File: src/rtl/fmbq_pkg.sv
// Shared constants, command and status codes, and controller types for the queue.
`timescale 1ns / 1ps

package fmbq_pkg;

  localparam int DEPTH       = 16;
  localparam int VALUE_WIDTH = 32;
  localparam int FUNC_W      = 3;
  localparam int STATUS_W    = 2;
  localparam int CNT_W       = $clog2(DEPTH + 1);
  localparam int IDX_W       = $clog2(DEPTH);

  typedef enum logic [FUNC_W-1:0] {
    FN_PUSH_FRONT  = 3'd0,
    FN_PUSH_MIDDLE = 3'd1,
    FN_PUSH_BACK   = 3'd2,
    FN_POP_FRONT   = 3'd3,
    FN_POP_MIDDLE  = 3'd4,
    FN_POP_BACK    = 3'd5
  } func_t;

  localparam logic [STATUS_W-1:0] ST_DONE  = 2'd0;
  localparam logic [STATUS_W-1:0] ST_EMPTY = 2'd1;
  localparam logic [STATUS_W-1:0] ST_FULL  = 2'd2;

  // Commands from the controller to the datapath.
  typedef struct packed {
    logic load;  // capture the incoming item
    logic exec;  // apply the captured item to the cell array
  } dp_cmd_t;

  // Status from the controller to the outside.
  typedef struct packed {
    logic busy;
  } ctl_stat_t;

endpackage

File: src/rtl/fmbq_ctrl.sv
// Controller state machine: sequences capture and execution of one item.
`timescale 1ns / 1ps

module fmbq_ctrl
  import fmbq_pkg::*;
(
  input  logic      clk,
  input  logic      rst_n,
  input  logic      start,
  output dp_cmd_t   cmd,
  output ctl_stat_t stat
);

  typedef enum logic [1:0] {
    S_IDLE = 2'b01,
    S_EXEC = 2'b10
  } state_t;

  state_t state_r;
  state_t state_nxt;

  always_comb begin
    state_nxt = state_r;
    case (state_r)
      S_IDLE: begin
        if (start) begin
          state_nxt = S_EXEC;
        end
      end
      S_EXEC: begin
        state_nxt = S_IDLE;
      end
      default: begin
        state_nxt = S_IDLE;
      end
    endcase
  end

  always_ff @(posedge clk) begin
    if (!rst_n) begin
      state_r <= S_IDLE;
    end else begin
      state_r <= state_nxt;
    end
  end

  assign cmd.load  = start && (state_r == S_IDLE);
  assign cmd.exec  = (state_r == S_EXEC);
  assign stat.busy = (state_r != S_IDLE);

endmodule

File: src/rtl/fmbq_dp.sv
// Datapath: command register, shifting cell array, fill count and result registers.
`timescale 1ns / 1ps

module fmbq_dp
  import fmbq_pkg::*;
(
  input  logic                          clk,
  input  logic                          rst_n,
  input  dp_cmd_t                       cmd,
  input  logic [FUNC_W-1:0]             in_func,
  input  logic signed [VALUE_WIDTH-1:0] in_push_value,
  output logic                          out_valid,
  output logic signed [VALUE_WIDTH-1:0] out_pop_value,
  output logic [STATUS_W-1:0]           out_status,
  output logic [CNT_W-1:0]              out_fill_count
);

  logic [FUNC_W-1:0]      func_r;
  logic [VALUE_WIDTH-1:0] val_r;
  logic [CNT_W-1:0]       count_r, count_nxt;
  logic [VALUE_WIDTH-1:0] cells_r [DEPTH];
  logic [VALUE_WIDTH-1:0] cells_nxt [DEPTH];
  logic                   out_valid_r;
  logic [VALUE_WIDTH-1:0] pop_r, pop_nxt;
  logic [STATUS_W-1:0]    status_r, status_nxt;
  logic [CNT_W-1:0]       fill_r;

  logic             is_push, is_pop, full, empty, do_push, do_pop;
  logic [CNT_W-1:0] pos;
  logic [CNT_W-1:0] cnt_m1;

  assign is_push = (func_r == FN_PUSH_FRONT) || (func_r == FN_PUSH_MIDDLE) ||
                   (func_r == FN_PUSH_BACK);
  assign is_pop  = (func_r == FN_POP_FRONT) || (func_r == FN_POP_MIDDLE) ||
                   (func_r == FN_POP_BACK);
  assign full    = (count_r == CNT_W'(DEPTH));
  assign empty   = (count_r == '0);
  assign do_push = is_push && !full;
  assign do_pop  = is_pop && !empty;
  assign cnt_m1  = count_r - CNT_W'(1);

  // Position in the array that the command touches.
  always_comb begin
    case (func_r)
      FN_PUSH_MIDDLE: pos = count_r >> 1;
      FN_PUSH_BACK:   pos = count_r;
      FN_POP_MIDDLE:  pos = cnt_m1 >> 1;
      FN_POP_BACK:    pos = cnt_m1;
      default:        pos = '0;
    endcase
  end

  // Every cell either holds, loads the new value, or takes a neighbor.
  always_comb begin
    for (int i = 0; i < DEPTH; i++) begin
      cells_nxt[i] = cells_r[i];
      if (do_push) begin
        if (CNT_W'(i) == pos) begin
          cells_nxt[i] = val_r;
        end else if ((CNT_W'(i) > pos) && (i > 0)) begin
          cells_nxt[i] = cells_r[(i > 0) ? i - 1 : 0];
        end
      end else if (do_pop) begin
        if ((CNT_W'(i) >= pos) && (i < DEPTH - 1)) begin
          cells_nxt[i] = cells_r[(i < DEPTH - 1) ? i + 1 : DEPTH - 1];
        end
      end
    end
  end

  always_comb begin
    count_nxt  = count_r;
    pop_nxt    = '0;
    status_nxt = ST_DONE;
    if (is_push) begin
      if (full) begin
        status_nxt = ST_FULL;
      end else begin
        count_nxt = count_r + CNT_W'(1);
      end
    end else if (is_pop) begin
      if (empty) begin
        status_nxt = ST_EMPTY;
        pop_nxt    = '1;
      end else begin
        count_nxt = cnt_m1;
        pop_nxt   = cells_r[pos[IDX_W-1:0]];
      end
    end
  end

  always_ff @(posedge clk) begin
    if (!rst_n) begin
      count_r     <= '0;
      out_valid_r <= 1'b0;
    end else begin
      out_valid_r <= cmd.exec;
      if (cmd.exec) begin
        count_r <= count_nxt;
      end
    end
  end

  always_ff @(posedge clk) begin
    if (cmd.load) begin
      func_r <= in_func;
      val_r  <= in_push_value;
    end
    if (cmd.exec) begin
      for (int i = 0; i < DEPTH; i++) begin
        cells_r[i] <= cells_nxt[i];
      end
      pop_r    <= pop_nxt;
      status_r <= status_nxt;
      fill_r   <= count_nxt;
    end
  end

  assign out_valid      = out_valid_r;
  assign out_pop_value  = signed'(pop_r);
  assign out_status     = status_r;
  assign out_fill_count = fill_r;

endmodule

File: src/rtl/front_middle_back_queue.sv
// Top level of the front/middle/back queue: controller, datapath and checks.
`timescale 1ns / 1ps

// The queue holds up to DEPTH signed values in order and takes one command
// per item: push or pop at the front, the middle or the back. A push in the
// middle lands at position floor(count/2); a pop in the middle removes the
// frontmost of the two middles when the count is even.
// An item is accepted at a rising edge where start is high and busy is low.
// Busy then stays high for one cycle while the cell array shifts, and the
// result appears on the out_ ports, marked by out_valid for exactly one cycle,
// once the shift is done. The receiver cannot hold a result off,
// and no result is ever repeated.
// An item is first captured and then executed, with every affected cell
// moving at once; no new item is taken while busy, and the next start is
// taken in the same cycle that shows the previous result.
// A pop on an empty queue returns -1 with the empty status; a push on a full
// queue is dropped with the full status. Unused command codes change nothing
// and report done. Reset (synchronous, active low) empties the queue and
// clears the strobe; stored values are not cleared, since only filled cells
// are ever read.
module front_middle_back_queue
  import fmbq_pkg::*;
(
  input  logic                          clk,
  input  logic                          rst_n,
  input  logic                          start,
  output logic                          busy,
  input  logic [FUNC_W-1:0]             in_func,
  input  logic signed [VALUE_WIDTH-1:0] in_push_value,
  output logic                          out_valid,
  output logic signed [VALUE_WIDTH-1:0] out_pop_value,
  output logic [STATUS_W-1:0]           out_status,
  output logic [CNT_W-1:0]              out_fill_count
);

  dp_cmd_t   cmd;
  ctl_stat_t stat;

  // The controller decides when an item is captured and when it executes.
  fmbq_ctrl u_ctrl (
    .clk   (clk),
    .rst_n (rst_n),
    .start (start),
    .cmd   (cmd),
    .stat  (stat)
  );

  // The datapath owns the cells, the fill count and the result registers.
  fmbq_dp u_dp (
    .clk            (clk),
    .rst_n          (rst_n),
    .cmd            (cmd),
    .in_func        (in_func),
    .in_push_value  (in_push_value),
    .out_valid      (out_valid),
    .out_pop_value  (out_pop_value),
    .out_status     (out_status),
    .out_fill_count (out_fill_count)
  );

  assign busy = stat.busy;

`ifndef NO_ASSERTIONS
  // Every accepted item yields a result, marked by out_valid.
  a_result_follows: assert property (@(posedge clk) disable iff (!rst_n)
    (start && !busy) |-> ##2 out_valid)
    else $error("accepted item produced no result");

  // An accepted item makes the block busy in the next cycle.
  a_busy_after_accept: assert property (@(posedge clk) disable iff (!rst_n)
    (start && !busy) |=> busy)
    else $error("block not busy after accepting an item");

  // The fill count never exceeds the capacity.
  a_fill_bound: assert property (@(posedge clk) disable iff (!rst_n)
    out_valid |-> (out_fill_count <= CNT_W'(DEPTH)))
    else $error("fill count above capacity");

  // A pop on an empty queue reports -1 and an empty queue.
  a_empty_pop: assert property (@(posedge clk) disable iff (!rst_n)
    (out_valid && (out_status == ST_EMPTY)) |->
      ((out_pop_value == -1) && (out_fill_count == '0)))
    else $error("empty pop reported wrong value or count");
`endif

endmodule

File: config.mk
export PLATFORM = sky130hd
export DESIGN_NAME = front_middle_back_queue
export DESIGN_NICKNAME = d
export VERILOG_FILES = /design/src/rtl/fmbq_pkg.sv /design/src/rtl/fmbq_ctrl.sv /design/src/rtl/fmbq_dp.sv /design/src/rtl/front_middle_back_queue.sv
export SDC_FILE = /design/constraint.sdc
export NUM_CORES = 2
export LEC_CHECK = 0
export BUFFER_PORTS_ARGS = -buffer_cell sky130_fd_sc_hd__buf_2
export CORE_AREA = 2 2 214 321
export DETAILED_ROUTE_END_ITERATION = 8
export DIE_AREA = 0 0 216 323
export GPL_ROUTABILITY_DRIVEN = 0
export PLACE_DENSITY = 0.66
export SETUP_SLACK_MARGIN = 0.02
export SYNTH_ARGS = -nofsm -noshare
export SYNTH_HDL_FRONTEND = slang
export SYNTH_SLANG_ARGS = --single-unit
File: constraint.sdc
create_clock -name clk -period 6.6 [get_ports clk]
set_clock_uncertainty 0.1 [all_clocks]
set_input_delay 0.99 -clock clk [delete_from_list [all_inputs] [get_ports clk]]
set_output_delay 0.99 -clock clk [all_outputs]
set_load 0.005 [all_outputs]
# Word level (Yosys, flattened, before mapping)
# Memories as Yosys holds them, arrays and structs flattened.
# Cells that the tools add are included.
[word_totals]
regBits = 82
n_memories = 1
ram_bits = 512
elab_cells = 169
[classes]
muxes = 89
n_reduce_logical = 14
bitwise = 1
eq_ne = 24
magnitude_cmp = 30
add_sub_neg = 2
[mem_list]
columns = ["memory", "words", "word_bits", "read_ports", "rd_clocked_by_memory_dff", "wr", "line", "text"]
rows = [
  ["u_dp.cells_r", 16, 32, 17, 0, 16, "fmbq_dp.sv:21", "logic [VALUE_WIDTH-1:0] cells_r [DEPTH];"],
]
[ops]
columns = ["cell", "count"]
rows = [
  ["32-bit 2-to-1 mux", 78],
  ["4-bit by 5-bit == test with 1-bit output, first input constant", 8],
  ["4-bit by 5-bit > comparator with 1-bit output, first input constant", 8],
  ["4-bit by 5-bit >= comparator with 1-bit output, first input constant", 7],
  ["3-bit by 5-bit == test with 1-bit output, first input constant", 4],
  ["3-bit by 5-bit >= comparator with 1-bit output, first input constant", 4],
  ["3-bit by 5-bit > comparator with 1-bit output, first input constant", 4],
  ["5-bit 2-to-1 mux", 4],
  ["5-bit one-hot mux with 4 select lines", 1],
  ["2-bit by 5-bit == test with 1-bit output, first input constant", 2],
  ["1-bit by 5-bit >= comparator with 1-bit output, first input constant", 2],
  ["2-bit by 5-bit >= comparator with 1-bit output, first input constant", 2],
  ["2-bit by 5-bit > comparator with 1-bit output, first input constant", 2],
  ["5-bit zero test", 2],
  ["3-bit by 2-bit == test with 1-bit output, second input constant", 2],
  ["3-bit == test, second input constant", 2],
  ["2-bit 2-to-1 mux", 3],
  ["5-bit by 1-bit adder with 5-bit output, second input constant", 1],
  ["1-bit by 5-bit == test with 1-bit output, first input constant", 1],
  ["5-bit == test, second input constant", 1],
  ["1-bit by 5-bit > comparator with 1-bit output, first input constant", 1],
  ["5-bit by 1-bit subtractor with 5-bit output, second input constant", 1],
  ["1-bit logical OR", 4],
  ["3-bit by 1-bit == test with 1-bit output, second input constant", 1],
  ["10 further kinds", 15],
]

# Longest topological paths before layout
[logic_depth]
word_depth = 6
ltp_mapped = 14

# By module
# A second synthesis with hierarchy kept.
[hier_totals]
cells_unflattened = 3589
area_unflattened_um2 = 32529.9
[modules_own_cells]
columns = ["module", "cells_per_inst", "area_per_inst_um2", "seq_area_each_um2", "n_inst"]
rows = [
  ["fmbq_dp", 3582, 32448.6, 17717.0, 1],
  ["fmbq_ctrl", 7, 81.3, 40.0, 1],
]

# Worst setup path before layout
# Ideal clock, no wire load.
[synth_timing]
path_kind = "reg-to-reg"
start = "reg u_dp.count_r[1] (netlist name)"
end = "mem u_dp.cells_r[4][0] (enable)"
required_time_ns = 6.030
synth_period_minus_slack_ns = 4.939
path_stages_with_launch = 10
n_path_buf = 2
arrival_time_ns = 4.369
slack_ns = 1.661
cell_sequence = "dfxtp_1 -> clkbuf_1 -> inv_1 -> ha_1 -> or4b_1 -> buf_2 -> o32ai_2 -> a222oi_1 -> nand2_1 -> a211oi_1"
[synth_rtl]
columns = ["item", "line"]
rows = [
  ["end: declaration", "fmbq_dp.sv:21"],
]

==> out/summary.txt <==
status - finished clean
Most used DFF post-synth - edfxtp_1
fraction of final layout cells sized beyond drive strength 1 - 8.930%
Top Metal Used - met5
total gr overflow - 0
Post-CTS Setup Bufs - 0
CTS tree - yes
Initial Util - 49.33%
core area - 67340 sq um
RSZ-0062 raised after global routing - false
Synth area leaders - edfxtp_1, nand2_1, a21oi_1
I/O pin count - 79
CP required - 6.98 ns
DRC errors left - 0
DPL Wire Length - 71780 um
#FFs+latches synth - 594
Max Fclk - 206.8 MHz
Final min period - 4.836 ns
Largest stage delay, worst path - 1.09 ns
Routed Antenna Nets - 0
vias in the first global route - 28040
first-pass GRT wire length - 179400 um
All-Layer GR Usage - 34.42%
DRT iter0 DRCs - 4664
Layout Utilization - 53.46%
crit path max-delay cell type - nor2_4
crit path capture type - register
P per Cell Area - 246.2 nW/um^2
startpoint types - register
nets - 3711
Final Power - 8.864 mW
CTS Root Cell - clkbuf_16
post-synth net total - 3859
Max VDD drop - 0.0001781 V
Hold Path Class - input port to register
Critical path buffers and inverters - 3
Tcrit/Tclk final - 73.27%
Final Max Slew Viols - 0
met1 WL - 43800 um
Detailed Route WL - 123100 um
met2 WL post-DR - 55760 um
final setup vio count - 0
max-cap violation count - 0
initial antenna violation count - 5
die width - 216 um
row count - 117
Max transition margin - 11.42%
pin slew with the least headroom to its limit - 1.326 ns
die area - 69770 sq um
die height - 323 um
most frequent cells after synthesis - nand2_1, edfxtp_1, a21oi_1
vias - 30100
Pre-Repair DR Iteration Count - 8
Worst-path clk slew - 0.07 ns
Arr. time, crit path - 5.21 ns
ys async rst share - 0%
Port Buffers - 78
Clock Latency Late Sink - 0.67 ns
cells after synthesis - 3819
critical-path cell list - inv_1 -> ha_1 -> xor2_1 -> a21oi_1 -> o21a_2 -> buf_4 -> nand2_1 -> nor2_4 -> buf_4 -> nand2_1 -> a31oi_1
Mapped Area - 33220 sq um
H-tree depth - 2
Clock Sinks - 594
Synth Area per Inst - 8.699 sq um
leading area contributor after synthesis - edfxtp_1
Area growth syn-to-layout - 8.365%
Pleak - 13.49 nW
synth warn - 0
post-synth top area share - 52.97%
WL per Instance - 26.70 um
crit-path max FO - 23
critical path class - register to register
CTS max path bufs - 3
hold buffer count at cts - 0
CTS buffer count - 58
final hold vios - 0
post-synthesis cell type count - 69
DR WL met3 - 14520 um
CP delay by family, top - simple AND/OR/NAND/NOR gates
post-route setup TNS - 0 ns
post-CTS sizing - 0
Via-to-Cell Ratio - 6.527
count leader, synth - nand2_1
sequential fraction of the synthesis area - 53.45%
largest net degree at the start of global routing - 205
Post-synth EDFFs - 586
## state kept, by name, indices dropped and copies added (netlist names)
register / count
u_dp.out_fill_count: 5
u_dp.cells_r: 512
u_dp.val_r: 32
u_dp.out_pop_value: 32
u_dp.out_status: 2
u_dp.func_r: 3
u_dp.count_r: 5
u_dp.out_valid: 1
u_ctrl.state_r: 2
## cells in the final DEF, fill, tap and decap left out, types with 10 or more instances in the layout
master / netlist / routed
mux2_2: 31 / 31
inv_1: 13 / 10
a32oi_1: 21 / 21
a221o_1: 21 / 21
mux2i_1: 81 / 81
o21ai_1: 48 / 48
buf_2: 67 / 78
a31oi_1: 205 / 202
a21o_1: 12 / 12
nor3_1: 21 / 21
a2111oi_1: 10 / 10
nand2_1: 1176 / 1162
clkbuf_16: 0 / 61
a21oi_1: 566 / 560
nand3_1: 68 / 66
nor2_1: 438 / 425
nor2_4: 5 / 19
and3_1: 15 / 14
o21ai_0: 20 / 20
nand2_2: 0 / 13
buf_4: 21 / 68
clkinv_1: 0 / 16
clkbuf_1: 243 / 14
a2111oi_0: 19 / 19
edfxtp_1: 586 / 586
a211oi_1: 15 / 13
## cell families after synthesis
logic type                 share of synthesized area, %
AOI/OAI and AO/OA                                 16.82
xor gates and xnor gates                         0.1318
adders and majority gates                       0.07531
buffers and inverters                             5.009
DFF                                               53.45
muxes                                             3.525
and+or+nand+nor                                   20.99
## through the flow
stage	hold slack, ns	cell area [sq um]	instances	setup WS [ns]
after floorplan	0.4411	33220	3819	1.661
after global placement	0.4715	34070	4503	2.005
after detailed placement	0.4664	34070	4503	1.949
after CTS	0.3933	36000	4610	1.912
after global routing	0.3961	36000	4611	1.534
final	0.3984	36000	4611	1.764
## where the power goes
part           leakage [nW]  internal [mW]  switching [mW]
logic                  7.22          0.290           0.739
registers              5.35           4.20          0.0873
clock network         0.930           1.99            1.56
## area by class of cell
type / count / area (sq um)
antenna: 1 / 2.502
clock buffer: 75 / 1579
clock inverter: 32 / 349.1
fill: 6295 / 31340
inverter: 14 / 52.55
multi-input combinational: 2851 / 14120
sequential: 594 / 17760
tap: 892 / 1116
timing repair buffer: 152 / 1021
## per-layer routing
layer,vias up,track usage (%)
li1,13100,-
met1,14400,42.76
met2,2078,53.70
met3,508,8.434
met4,4,22.45
met5,-,0
## worst paths after layout
path | endpoint | from | slack (ns) | cells past startpoint
hold / removal | u_dp.val_r[28] | in_push_value[28] | 0.40 | 1
setup / recovery | u_dp.cells_r[4][11] | u_dp.count_r[0] | 1.76 | 11
hold reg to reg | u_dp.cells_r[0][11] | u_dp.cells_r[1][11] | 0.50 | 2
setup reg to reg | u_dp.cells_r[4][11] | u_dp.count_r[0] | 1.76 | 11
No activity file was read; power rests on OpenSTA's default activity.
